===== src/hw/rtl/pdmdec_pkg.sv =====
// pdmdec_pkg: shared types and constants of the pdm to pcm decimator
// command and status structs between controller and datapath, controller state enum
// no dependencies
`timescale 1ns / 1ps

package pdmdec_pkg;

	localparam int unsigned MAX_DECIMATION_DEF = 255;
	localparam logic [7:0]  CFG_RESET          = 8'd64;
	localparam int unsigned DIV_STEPS          = 23;
	localparam int unsigned SHIFT_LP           = 2;
	localparam int unsigned SHIFT_DC           = 6;
	localparam int unsigned SHIFT_OUT          = 8;
	localparam int          PCM_MAX            = 32767;

	typedef enum logic [2:0] {
		ST_IDLE,
		ST_BIT,
		ST_DIV,
		ST_LP1,
		ST_LP2,
		ST_DC,
		ST_EMIT
	} state_t;

	typedef struct packed {
		logic load_byte;
		logic do_bit;
		logic do_div;
		logic do_lp1;
		logic do_lp2;
		logic do_dc;
		logic do_emit;
	} cmd_t;

	typedef struct packed {
		logic frame_end;
		logic bit_last;
		logic div_done;
		logic out_free;
	} status_t;

endpackage


===== src/hw/rtl/pdmdec_ctrl.sv =====
// pdmdec_ctrl: sequencer of the decimator, walks bits, divide, filters and output
// depends on pdmdec_pkg
`timescale 1ns / 1ps

module pdmdec_ctrl (
	input  logic                clk,
	input  logic                arst_n,
	input  logic                in_valid,
	input  pdmdec_pkg::status_t status,
	output logic                in_ready,
	output pdmdec_pkg::cmd_t    cmd
);

	pdmdec_pkg::state_t state_q;
	pdmdec_pkg::state_t state_nx;

	always_ff @(posedge clk or negedge arst_n) begin
		if (!arst_n) begin
			state_q <= pdmdec_pkg::ST_IDLE;
		end else begin
			state_q <= state_nx;
		end
	end

	always_comb begin
		state_nx = state_q;
		unique case (state_q)
			pdmdec_pkg::ST_IDLE: begin
				if (in_valid) state_nx = pdmdec_pkg::ST_BIT;
			end
			pdmdec_pkg::ST_BIT: begin
				if (status.frame_end) state_nx = pdmdec_pkg::ST_DIV;
				else if (status.bit_last) state_nx = pdmdec_pkg::ST_IDLE;
			end
			pdmdec_pkg::ST_DIV: begin
				if (status.div_done) state_nx = pdmdec_pkg::ST_LP1;
			end
			pdmdec_pkg::ST_LP1: state_nx = pdmdec_pkg::ST_LP2;
			pdmdec_pkg::ST_LP2: state_nx = pdmdec_pkg::ST_DC;
			pdmdec_pkg::ST_DC:  state_nx = pdmdec_pkg::ST_EMIT;
			pdmdec_pkg::ST_EMIT: begin
				if (status.out_free) begin
					state_nx = status.bit_last ? pdmdec_pkg::ST_IDLE : pdmdec_pkg::ST_BIT;
				end
			end
			default: state_nx = pdmdec_pkg::ST_IDLE;
		endcase
	end

	always_comb begin
		cmd      = '0;
		in_ready = 1'b0;
		unique case (state_q)
			pdmdec_pkg::ST_IDLE: begin
				in_ready      = 1'b1;
				cmd.load_byte = in_valid;
			end
			pdmdec_pkg::ST_BIT:  cmd.do_bit  = 1'b1;
			pdmdec_pkg::ST_DIV:  cmd.do_div  = 1'b1;
			pdmdec_pkg::ST_LP1:  cmd.do_lp1  = 1'b1;
			pdmdec_pkg::ST_LP2:  cmd.do_lp2  = 1'b1;
			pdmdec_pkg::ST_DC:   cmd.do_dc   = 1'b1;
			pdmdec_pkg::ST_EMIT: cmd.do_emit = 1'b1;
			default: cmd = '0;
		endcase
	end

endmodule


===== src/hw/rtl/pdmdec_datapath.sv =====
// pdmdec_datapath: frame counters, restoring divider, filters and output register
// depends on pdmdec_pkg, driven by pdmdec_ctrl
`timescale 1ns / 1ps

module pdmdec_datapath #(
	parameter int unsigned MaxDecimation = pdmdec_pkg::MAX_DECIMATION_DEF
) (
	input  logic                clk,
	input  logic                arst_n,
	input  pdmdec_pkg::cmd_t    cmd,
	input  logic                cfg_wr_en,
	input  logic [7:0]          cfg_wr_data,
	input  logic [7:0]          in_byte,
	input  logic                out_ready,
	output pdmdec_pkg::status_t status,
	output logic                out_valid,
	output logic [15:0]         out_pcm,
	output logic                out_last
);

	logic [7:0] cfg_q;
	logic [7:0] byte_q;
	logic [2:0] idx_q;
	logic [7:0] ones_q;
	logic [7:0] bits_q;

	logic [7:0]  rem_q;
	logic [23:0] quo_q;
	logic        neg_q;
	logic [4:0]  cnt_q;
	logic        last_q;

	logic signed [24:0] lp1_q;
	logic signed [24:0] lp2_q;
	logic signed [24:0] dc_q;

	logic        valid_q;
	logic [15:0] pcm_q;
	logic        tlast_q;

	logic [7:0]        d_eff;
	logic [7:0]        ones_nx;
	logic [7:0]        bits_nx;
	logic              frame_end;
	logic              bit_last;
	logic              out_free;
	logic signed [9:0] centered;
	logic [9:0]        cen_abs;
	logic [7:0]        mag;
	logic              q0;
	logic [8:0]        r2;
	logic              ge;
	logic [7:0]        rem_nx;
	logic signed [24:0] sample;
	logic signed [25:0] d1, s1, d2, s2, d3, s3, pd;
	logic signed [17:0] ps;
	logic [15:0]        pcm_sat;

	// clamp of the factor into 1..MaxDecimation
	always_comb begin
		if (cfg_q == 8'd0) d_eff = 8'd1;
		else if (cfg_q > 8'(MaxDecimation)) d_eff = 8'(MaxDecimation);
		else d_eff = cfg_q;
	end

	assign ones_nx   = ones_q + {7'd0, byte_q[idx_q]};
	assign bits_nx   = bits_q + 8'd1;
	assign frame_end = bits_nx >= d_eff;
	assign bit_last  = idx_q == 3'd7;
	assign out_free  = !valid_q || out_ready;

	// centred count, magnitude limited to the factor
	assign centered = $signed({1'b0, ones_nx, 1'b0}) - $signed({2'd0, d_eff});
	assign cen_abs  = centered[9] ? 10'(-centered) : centered;
	assign mag      = (cen_abs > {2'd0, d_eff}) ? d_eff : cen_abs[7:0];
	assign q0       = mag >= d_eff;

	// one restoring step
	assign r2     = {rem_q, 1'b0};
	assign ge     = r2 >= {1'b0, d_eff};
	assign rem_nx = ge ? 8'(r2 - {1'b0, d_eff}) : r2[7:0];

	assign sample = neg_q ? 25'(-$signed({1'b0, quo_q})) : $signed({1'b0, quo_q});

	assign d1 = $signed({sample[24], sample}) - $signed({lp1_q[24], lp1_q});
	assign s1 = $signed({lp1_q[24], lp1_q}) + (d1 >>> pdmdec_pkg::SHIFT_LP);
	assign d2 = $signed({lp1_q[24], lp1_q}) - $signed({lp2_q[24], lp2_q});
	assign s2 = $signed({lp2_q[24], lp2_q}) + (d2 >>> pdmdec_pkg::SHIFT_LP);
	assign d3 = $signed({lp2_q[24], lp2_q}) - $signed({dc_q[24], dc_q});
	assign s3 = $signed({dc_q[24], dc_q}) + (d3 >>> pdmdec_pkg::SHIFT_DC);
	assign pd = d3;
	assign ps = $signed(pd[25:pdmdec_pkg::SHIFT_OUT]);

	always_comb begin
		if (ps > 18'sd32767) pcm_sat = 16'(pdmdec_pkg::PCM_MAX);
		else if (ps < -18'sd32767) pcm_sat = 16'(-pdmdec_pkg::PCM_MAX);
		else pcm_sat = ps[15:0];
	end

	always_ff @(posedge clk or negedge arst_n) begin
		if (!arst_n) begin
			cfg_q   <= pdmdec_pkg::CFG_RESET;
			idx_q   <= 3'd0;
			ones_q  <= 8'd0;
			bits_q  <= 8'd0;
			cnt_q   <= 5'd0;
			lp1_q   <= '0;
			lp2_q   <= '0;
			dc_q    <= '0;
			valid_q <= 1'b0;
		end else begin
			if (cfg_wr_en) cfg_q <= cfg_wr_data;
			if (cmd.load_byte) idx_q <= 3'd0;
			if (cmd.do_bit) begin
				if (frame_end) begin
					ones_q <= 8'd0;
					bits_q <= 8'd0;
					cnt_q  <= 5'd0;
				end else begin
					ones_q <= ones_nx;
					bits_q <= bits_nx;
					if (!bit_last) idx_q <= idx_q + 3'd1;
				end
			end
			if (cmd.do_div) cnt_q <= cnt_q + 5'd1;
			if (cmd.do_lp1) lp1_q <= s1[24:0];
			if (cmd.do_lp2) lp2_q <= s2[24:0];
			if (cmd.do_dc) dc_q <= s3[24:0];
			if (cmd.do_emit && out_free) begin
				valid_q <= 1'b1;
				if (!bit_last) idx_q <= idx_q + 3'd1;
			end else if (out_ready) begin
				valid_q <= 1'b0;
			end
		end
	end

	always_ff @(posedge clk) begin
		if (cmd.load_byte) byte_q <= in_byte;
		if (cmd.do_bit && frame_end) begin
			neg_q  <= centered[9];
			quo_q  <= {23'd0, q0};
			rem_q  <= q0 ? 8'd0 : mag;
			last_q <= {5'd0, 3'd7 - idx_q} < d_eff;
		end
		if (cmd.do_div) begin
			rem_q <= rem_nx;
			quo_q <= {quo_q[22:0], ge};
		end
		if (cmd.do_emit && out_free) begin
			pcm_q   <= pcm_sat;
			tlast_q <= last_q;
		end
	end

	assign status.frame_end = frame_end;
	assign status.bit_last  = bit_last;
	assign status.div_done  = cnt_q == 5'(pdmdec_pkg::DIV_STEPS - 1);
	assign status.out_free  = out_free;

	assign out_valid = valid_q;
	assign out_pcm   = pcm_q;
	assign out_last  = tlast_q;

endmodule


===== src/hw/rtl/pdm_to_pcm_decimator_unit.sv =====
// pdm to pcm decimator: one pdm byte in, lsb first, zero to eight pcm samples out
// after its last bit is counted, a sample goes through the divide, two low-pass steps and the dc step
// into the output register; emit waits while the output is stalled, and a new byte is taken only when idle
// the sample scaling is done by a 23-step restoring divider
// reset: asynchronous active-low arst_n clears counters, filters, output valid, factor to 64
`timescale 1ns / 1ps

module pdm_to_pcm_decimator_unit #(
	parameter int unsigned MaxDecimation = pdmdec_pkg::MAX_DECIMATION_DEF
) (
	input  logic        clk,
	input  logic        arst_n,
	// configuration: pdm bits per pcm sample
	input  logic        cfg_wr_en,
	input  logic [7:0]  cfg_wr_data,
	// input stream
	input  logic        s_tvalid,
	output logic        s_tready,
	input  logic [7:0]  s_tdata,   // [7:0] pdm_byte
	// output stream
	output logic        m_tvalid,
	input  logic        m_tready,
	output logic [15:0] m_tdata,   // [15:0] pcm_sample
	output logic        m_tlast    // last_of_byte
);

	// command and status between sequencer and datapath
	pdmdec_pkg::cmd_t    cmd;
	pdmdec_pkg::status_t status;

	// sequencer: idle, one bit per cycle until a frame ends, divide, three filter steps, emit
	pdmdec_ctrl u_ctrl (
		.clk      (clk),
		.arst_n   (arst_n),
		.in_valid (s_tvalid),
		.status   (status),
		.in_ready (s_tready),
		.cmd      (cmd)
	);

	// datapath: frame counters, divider, low-pass and dc tracker, output register
	// the output register lets the next byte in while a sample still waits
	pdmdec_datapath #(
		.MaxDecimation (MaxDecimation)
	) u_dp (
		.clk         (clk),
		.arst_n      (arst_n),
		.cmd         (cmd),
		.cfg_wr_en   (cfg_wr_en),
		.cfg_wr_data (cfg_wr_data),
		.in_byte     (s_tdata),
		.out_ready   (m_tready),
		.status      (status),
		.out_valid   (m_tvalid),
		.out_pcm     (m_tdata),
		.out_last    (m_tlast)
	);

endmodule


===== config.mk =====
export PLATFORM = sky130hd
export DESIGN_NAME = pdm_to_pcm_decimator_unit
export DESIGN_NICKNAME = d
export VERILOG_FILES = /design/src/hw/rtl/pdmdec_pkg.sv /design/src/hw/rtl/pdmdec_ctrl.sv /design/src/hw/rtl/pdmdec_datapath.sv /design/src/hw/rtl/pdm_to_pcm_decimator_unit.sv
export SDC_FILE = /design/constraint.sdc
export NUM_CORES = 1
export LEC_CHECK = 0
export BUFFER_PORTS_ARGS = -buffer_cell sky130_fd_sc_hd__buf_2
export CORE_ASPECT_RATIO = 0.9
export CORE_MARGIN = 5
export CORE_UTILIZATION = 40
export DETAILED_ROUTE_END_ITERATION = 16
export SLEW_MARGIN = 20
export SYNTH_ARGS = -nofsm -noshare
export SYNTH_HDL_FRONTEND = slang
export SYNTH_SLANG_ARGS = --single-unit
export TNS_END_PERCENT = 10

===== constraint.sdc =====
create_clock -name clk -period 19.4 [get_ports clk]
set_clock_uncertainty 0.05 [all_clocks]
set_input_delay 3.88 -clock clk [delete_from_list [all_inputs] [get_ports clk]]
set_output_delay 3.88 -clock clk [all_outputs]
set_load 0.01 [all_outputs]

# Yosys cells after proc, flatten, opt, wreduce, memory -nomap -nowiden
# Index checks and enable logic that the tools add are counted.
# totals
out_inout_bits,19
inputBits,21
register_bits,170
# classes
magnitude_cmp,9
mux,42
n_eq_ne,12
n_reduce_logical,13
add_sub_neg,15
# ops
op,n
25-bit by 25-bit subtractor with 26-bit output,3
8-bit 2-to-1 mux,9
25-bit by 24-bit adder with 25-bit output,2
24-bit 2-to-1 mux,2
3-bit 2-to-1 mux,11
25-bit by 20-bit adder with 25-bit output,1
25-bit 2-to-1 mux,1
24-bit negation with 25-bit output,1
3-bit one-hot mux with 7 select lines,1
18-bit by 16-bit greater-than comparator with 1-bit output (second input constant),1
18-bit by 16-bit less-than comparator with 1-bit output (second input constant),1
8-bit greater-or-equal comparator,2
16-bit 2-to-1 mux,1
5-bit 2-to-1 mux,3
3-bit equality test (second input constant),4
1-bit 2-to-1 mux,12
10-bit by 8-bit greater-than comparator with 1-bit output,1
10-bit 2-to-1 mux,1
10-bit negation,1
9-bit by 8-bit subtractor with 10-bit output,1
9-bit by 8-bit greater-or-equal comparator with 1-bit output,1
8-bit by 1-bit adder with 8-bit output,1
8-bit by 1-bit adder with 8-bit output (second input constant),1
8-bit greater-than comparator (second input constant),1
other kinds (22),28

# Depth between registers and ports, before layout
# logic_depth
word_depth,12
depth_mapped,38
depth_no_buf,38

# Cells and area by module
# From an unflattened synthesis, not the netlist that was laid out.
# hier_totals
cells_unflattened,1737
hier_area_um2,15209.6
# modules_own_cells
module,instances,cells_per_inst,area_each_um2
pdmdec_datapath,1,1709,14975.6
pdmdec_ctrl,1,28,234.0

# Worst setup path before layout
# Ideal clock, no wire load.
# synth_path
path_type,flip-flop to flip-flop
from,register u_dp.idx_q[0]
to,"register u_dp.quo_q[0], data pin"
required_time_ns,19.075
path_slack_ns,12.474
t_arrival_ns,6.601
n_path_buf,0
stages_incl_launch_ff,38
setup_time_ns,0.275
path_cell_list,dfrtp_1 mux4_2 nand2_1 nand2_1 ha_1 ha_1 nand3_1 xnor2_1 ha_1 nor2b_1 a41oi_2 and2b_1 o21bai_2 a211o_4 nor2_1 xnor2_1 ha_1 nor2b_1 (+2 left out) o21a_1 o21ai_0 nand2b_1 a21oi_1 a41oi_1 a31oi_4 mux2_2 ha_1 nand2b_1 a21oi_1 nor2b_1 o21ai_0 nand2b_1 a21oi_1 nor2b_1 o21ai_1 nand2_1 a21boi_0
# synth_via
elab_chain_cells,11
# synth_lines
element,line,source
from (decl),pdmdec_datapath.sv:23,logic [2:0] idx_q;
from (signal assigned),pdmdec_datapath.sv:122,if (!bit_last) idx_q <= idx_q + 3'd1;
from (signal assigned),pdmdec_datapath.sv:131,if (!bit_last) idx_q <= idx_q + 3'd1;
1-bit binary-select mux with 3-bit select *,pdmdec_datapath.sv:66,"assign ones_nx = ones_q + {7'd0, byte_q[idx_q]};"
1-bit 2-to-1 mux (implied by the code) *,pdmdec_datapath.sv:66,
8-bit by 1-bit adder with 8-bit output *,pdmdec_datapath.sv:66,
9-bit by 8-bit subtractor with 10-bit output *,pdmdec_datapath.sv:73,"assign centered = $signed({1'b0, ones_nx, 1'b0}) - $signed({2'd0, d_eff});"
10-bit negation,pdmdec_datapath.sv:74,assign cen_abs = centered[9] ? 10'(-centered) : centered;
10-bit 2-to-1 mux *,pdmdec_datapath.sv:74,
10-bit by 8-bit greater-than comparator with 1-bit output,pdmdec_datapath.sv:75,"assign mag = (cen_abs > {2'd0, d_eff}) ? d_eff : cen_abs[7:0];"
8-bit 2-to-1 mux *,pdmdec_datapath.sv:75,
8-bit greater-or-equal comparator *,pdmdec_datapath.sv:76,assign q0 = mag >= d_eff;
24-bit 2-to-1 mux *,pdmdec_datapath.sv:140,if (cmd.do_bit && frame_end) begin
24-bit 2-to-1 mux *,pdmdec_datapath.sv:146,if (cmd.do_div) begin
to (signal assigned),pdmdec_datapath.sv:142,"quo_q <= {23'd0, q0};"
to (signal assigned),pdmdec_datapath.sv:148,"quo_q <= {quo_q[22:0], ge};"
to (decl),pdmdec_datapath.sv:28,logic [23:0] quo_q;
# Every way passes the cells marked *; elsewhere a longest branch is shown, timed or not. The select of a mux whose other input is x is not followed.
# A chain may end at the register's enable or synchronous reset.

# Worst setup path after layout
# Ends and elaborated chain as after synthesis.

==> results.cfg <==
[sta]
hold_slack_ps = 379
timing.final.ws_setup_ps = 11700
rsz0062_at_grt = no
fin_setup_tns_ps = 0
post-route-period-util_pct = 39.7
max_freq_mhz = 130
tightest_slew_ps = 980
finalSetupViolations = 0
slew_headroom_pct = 34.2
slew_viol_final = 0
finalHoldViolations = 0
post-route-min-period_ps = 7700

[cts]
cts_root_buf = clkbuf_16
clk_pin_slew_ps = 70
clk_latency_ps = 440
htree_levels = 4
postCtsSetupBuffers = 0
cts.path.max_buffers = 2
cts_hold_buf = 0
cts_resized = 0
cts_tree = built
numCtsBuffers = 17
cts_sinks = 170

[cells_and_area]
final_util_pct = 44.4
syn2layout_area_growth_pct = 9.31
layout_commonest_cell = ha_1
nets = 1932
diodes = 0
drive_gt1_share_pct = 7.35
fillerInstances = 3575
final_cell_mix = ha_1 (192), nand2_1 (180), o21ai_0 (151), inv_1 (130), dfrtp_1 (110)

[floorplan]
ios = 40
die_area_sq_um = 40800
start_util_pct = 40.7
chipHeight_microns = 192
core_sq_um = 36300
rows = 66
die_x_microns = 212

[critical_path]
critPathCaptureType = flip-flop
crit_top_cell = ha_1
regToRegEndpoint = u_dp.quo_q[0]
critical_path.max_fanout = 7
crit_type = reg2reg
rrSetupSlack_ps = 11700
crit_required_ps = 19520
r2r_cells = 37
r2r-start = u_dp.idx_q[0]
crit_path_start_kind = flip-flop
cpPeakStageDelay_ps = 550
slowest_stage = mux4_2
arrival_ps = 7830

[synthesis]
postSynthNetCount = 1898
synth_top_area_cell = dfrtp_1
synth_top_area_share_pct = 18.7
syn-instance-count = 1680
syn_avg_cell_area_sq_um = 8.77
synth_edf_count = 59
synth_area_leaders = dfrtp_1 (19%), ha_1 (16%), edfxtp_1 (12%), xnor2_1 (5.8%), o21ai_0 (5.1%)
yosys_warnings = 0
yosysSeqAreaShare_pct = 30.9
synth_top_flop_cell = dfrtp_1
ys_types = 77
synthArstFlopShare_pct = 65.3
ys_ff_latch = 170
synth_area_sq_um = 14700

[drt]
wl_met1_mm = 16.2
vias = 11700
top_layer_used = met4
dr.first_iter.drc_count = 584
ant_nets = 0
vias_per_cell = 5.30
first_pass_iters = 5
wl_met2_mm = 14.6
wl_met3_microns = 825
wl_mm = 32.1
wl_per_cell_microns = 14.6
drc = 0

[min_path]
min_path_cells = 0
min_path_type = reg2reg
hold_path.startpoint = u_dp.last_q
hold_end = u_dp.out_last

[global_route]
grt_pass1_wl_mm = 54.9
grt_overflow = 0
grt_max_degree = 63
grt_pass1_vias = 11300
antenna_found_initial = 0
grt_usage_pct = 16.1

[job]
cap_violations = 0

[place]
post-place-ws_ps = 11720
io_buffers = 39
place_congestion = 0.830
dp_hpwl_mm = 24.9

[run_status]
status = finished, final reports clean
worst max path at each step:
stage / endpoint / from / depth (start not counted)
finish: u_dp.quo_q[0] / u_dp.idx_q[0] / 37
global route: u_dp.quo_q[0] / u_dp.idx_q[0] / 37
CTS: u_dp.quo_q[0] / u_dp.idx_q[0] / 37
detailed placement: u_dp.quo_q[0] / u_dp.idx_q[0] / 37
global placement: u_dp.quo_q[0] / u_dp.idx_q[0] / 37
floorplan: u_dp.quo_q[0] / u_dp.idx_q[0] / 37
through the flow:
stage | instance area, sq um | std cells
after floorplan | 14700 | 1680
after CTS | 16100 | 2203
after global routing | 16100 | 2203
final | 16100 | 2203
after global placement | 15500 | 2171
after detailed placement | 15500 | 2171
cell usage after synthesis (all sizes together) (20+ instances only):
cell and n:
a21oi 101, dfrtp 110, nand2 180, inv 131, nor2b 20, o21ai 159, xnor2 97, a21o 47
nor2 100, o21a 28, clkbuf 30, nand2b 30, edfxtp 59, mux2 25, nand3 33, nor3 40
xor2 68, o31ai 21, ha 192, and2 32
critical path: cells and delay by family, from the launching register on:
family | cells | cell delay, ps
AOI/OAI and AO/OA | 15 | 2820
muxes | 2 | 940
adders and majority gates | 5 | 1330
DFF | 1 | 490
xor gates and xnor gates | 2 | 350
and+or+nand+nor | 13 | 1450
state kept, by name, indices dropped and copies added, names as in the netlist:
signal          flops
u_dp.dc_q          25
u_dp.lp1_q         25
u_dp.lp2_q         25
u_dp.quo_q         24
u_dp.out_pcm       16
u_dp.bits_q         8
u_dp.byte_q         8
u_dp.cfg_q          8
u_dp.ones_q         8
u_dp.rem_q          8
u_dp.cnt_q          5
u_ctrl.state_q      3
u_dp.idx_q          3
u_dp.last_q         1
u_dp.neg_q          1
u_dp.out_last       1
u_dp.out_valid      1
cells by family (layout without fill, tap and decap cells):
kind of cell             count (synthesis)  count (layout)  share of synthesized area [%]
AND/OR/NAND/NOR                        500             500                           16.2
AO/OA/AOI/OAI                          456             456                           19.6
adder cells (fa/ha/maj)                197             197                           17.0
flip-flops                             170             170                           30.9
XOR/XNOR                               165             165                           9.80
buffers and inverters                  163             210                           4.16
multiplexers                            29              29                           2.35
per-layer routing:
| layer | vias up | GRT usage (%) |
|---|---|---|
| met5 | - | 0 |
| met3 | 23 | 3.01 |
| li1 | 6063 | - |
| met4 | 0 | 3.45 |
| met2 | 109 | 26.3 |
| met1 | 5478 | 22.5 |
final cells by class:
class	instances	area [sq um]	area share, %
multi-input cells	1347	9580	59.4
flip-flops and latches	170	4550	28.2
well taps	476	596	3.70
inverters	132	497	3.08
clock buffers	20	458	2.84
repair buffers	46	250	1.55
clock inverters	12	185	1.15
Power is left out: the tool's default activity adds up to more than one toggle a clock period on the data nets, which glitch-free logic cannot reach.
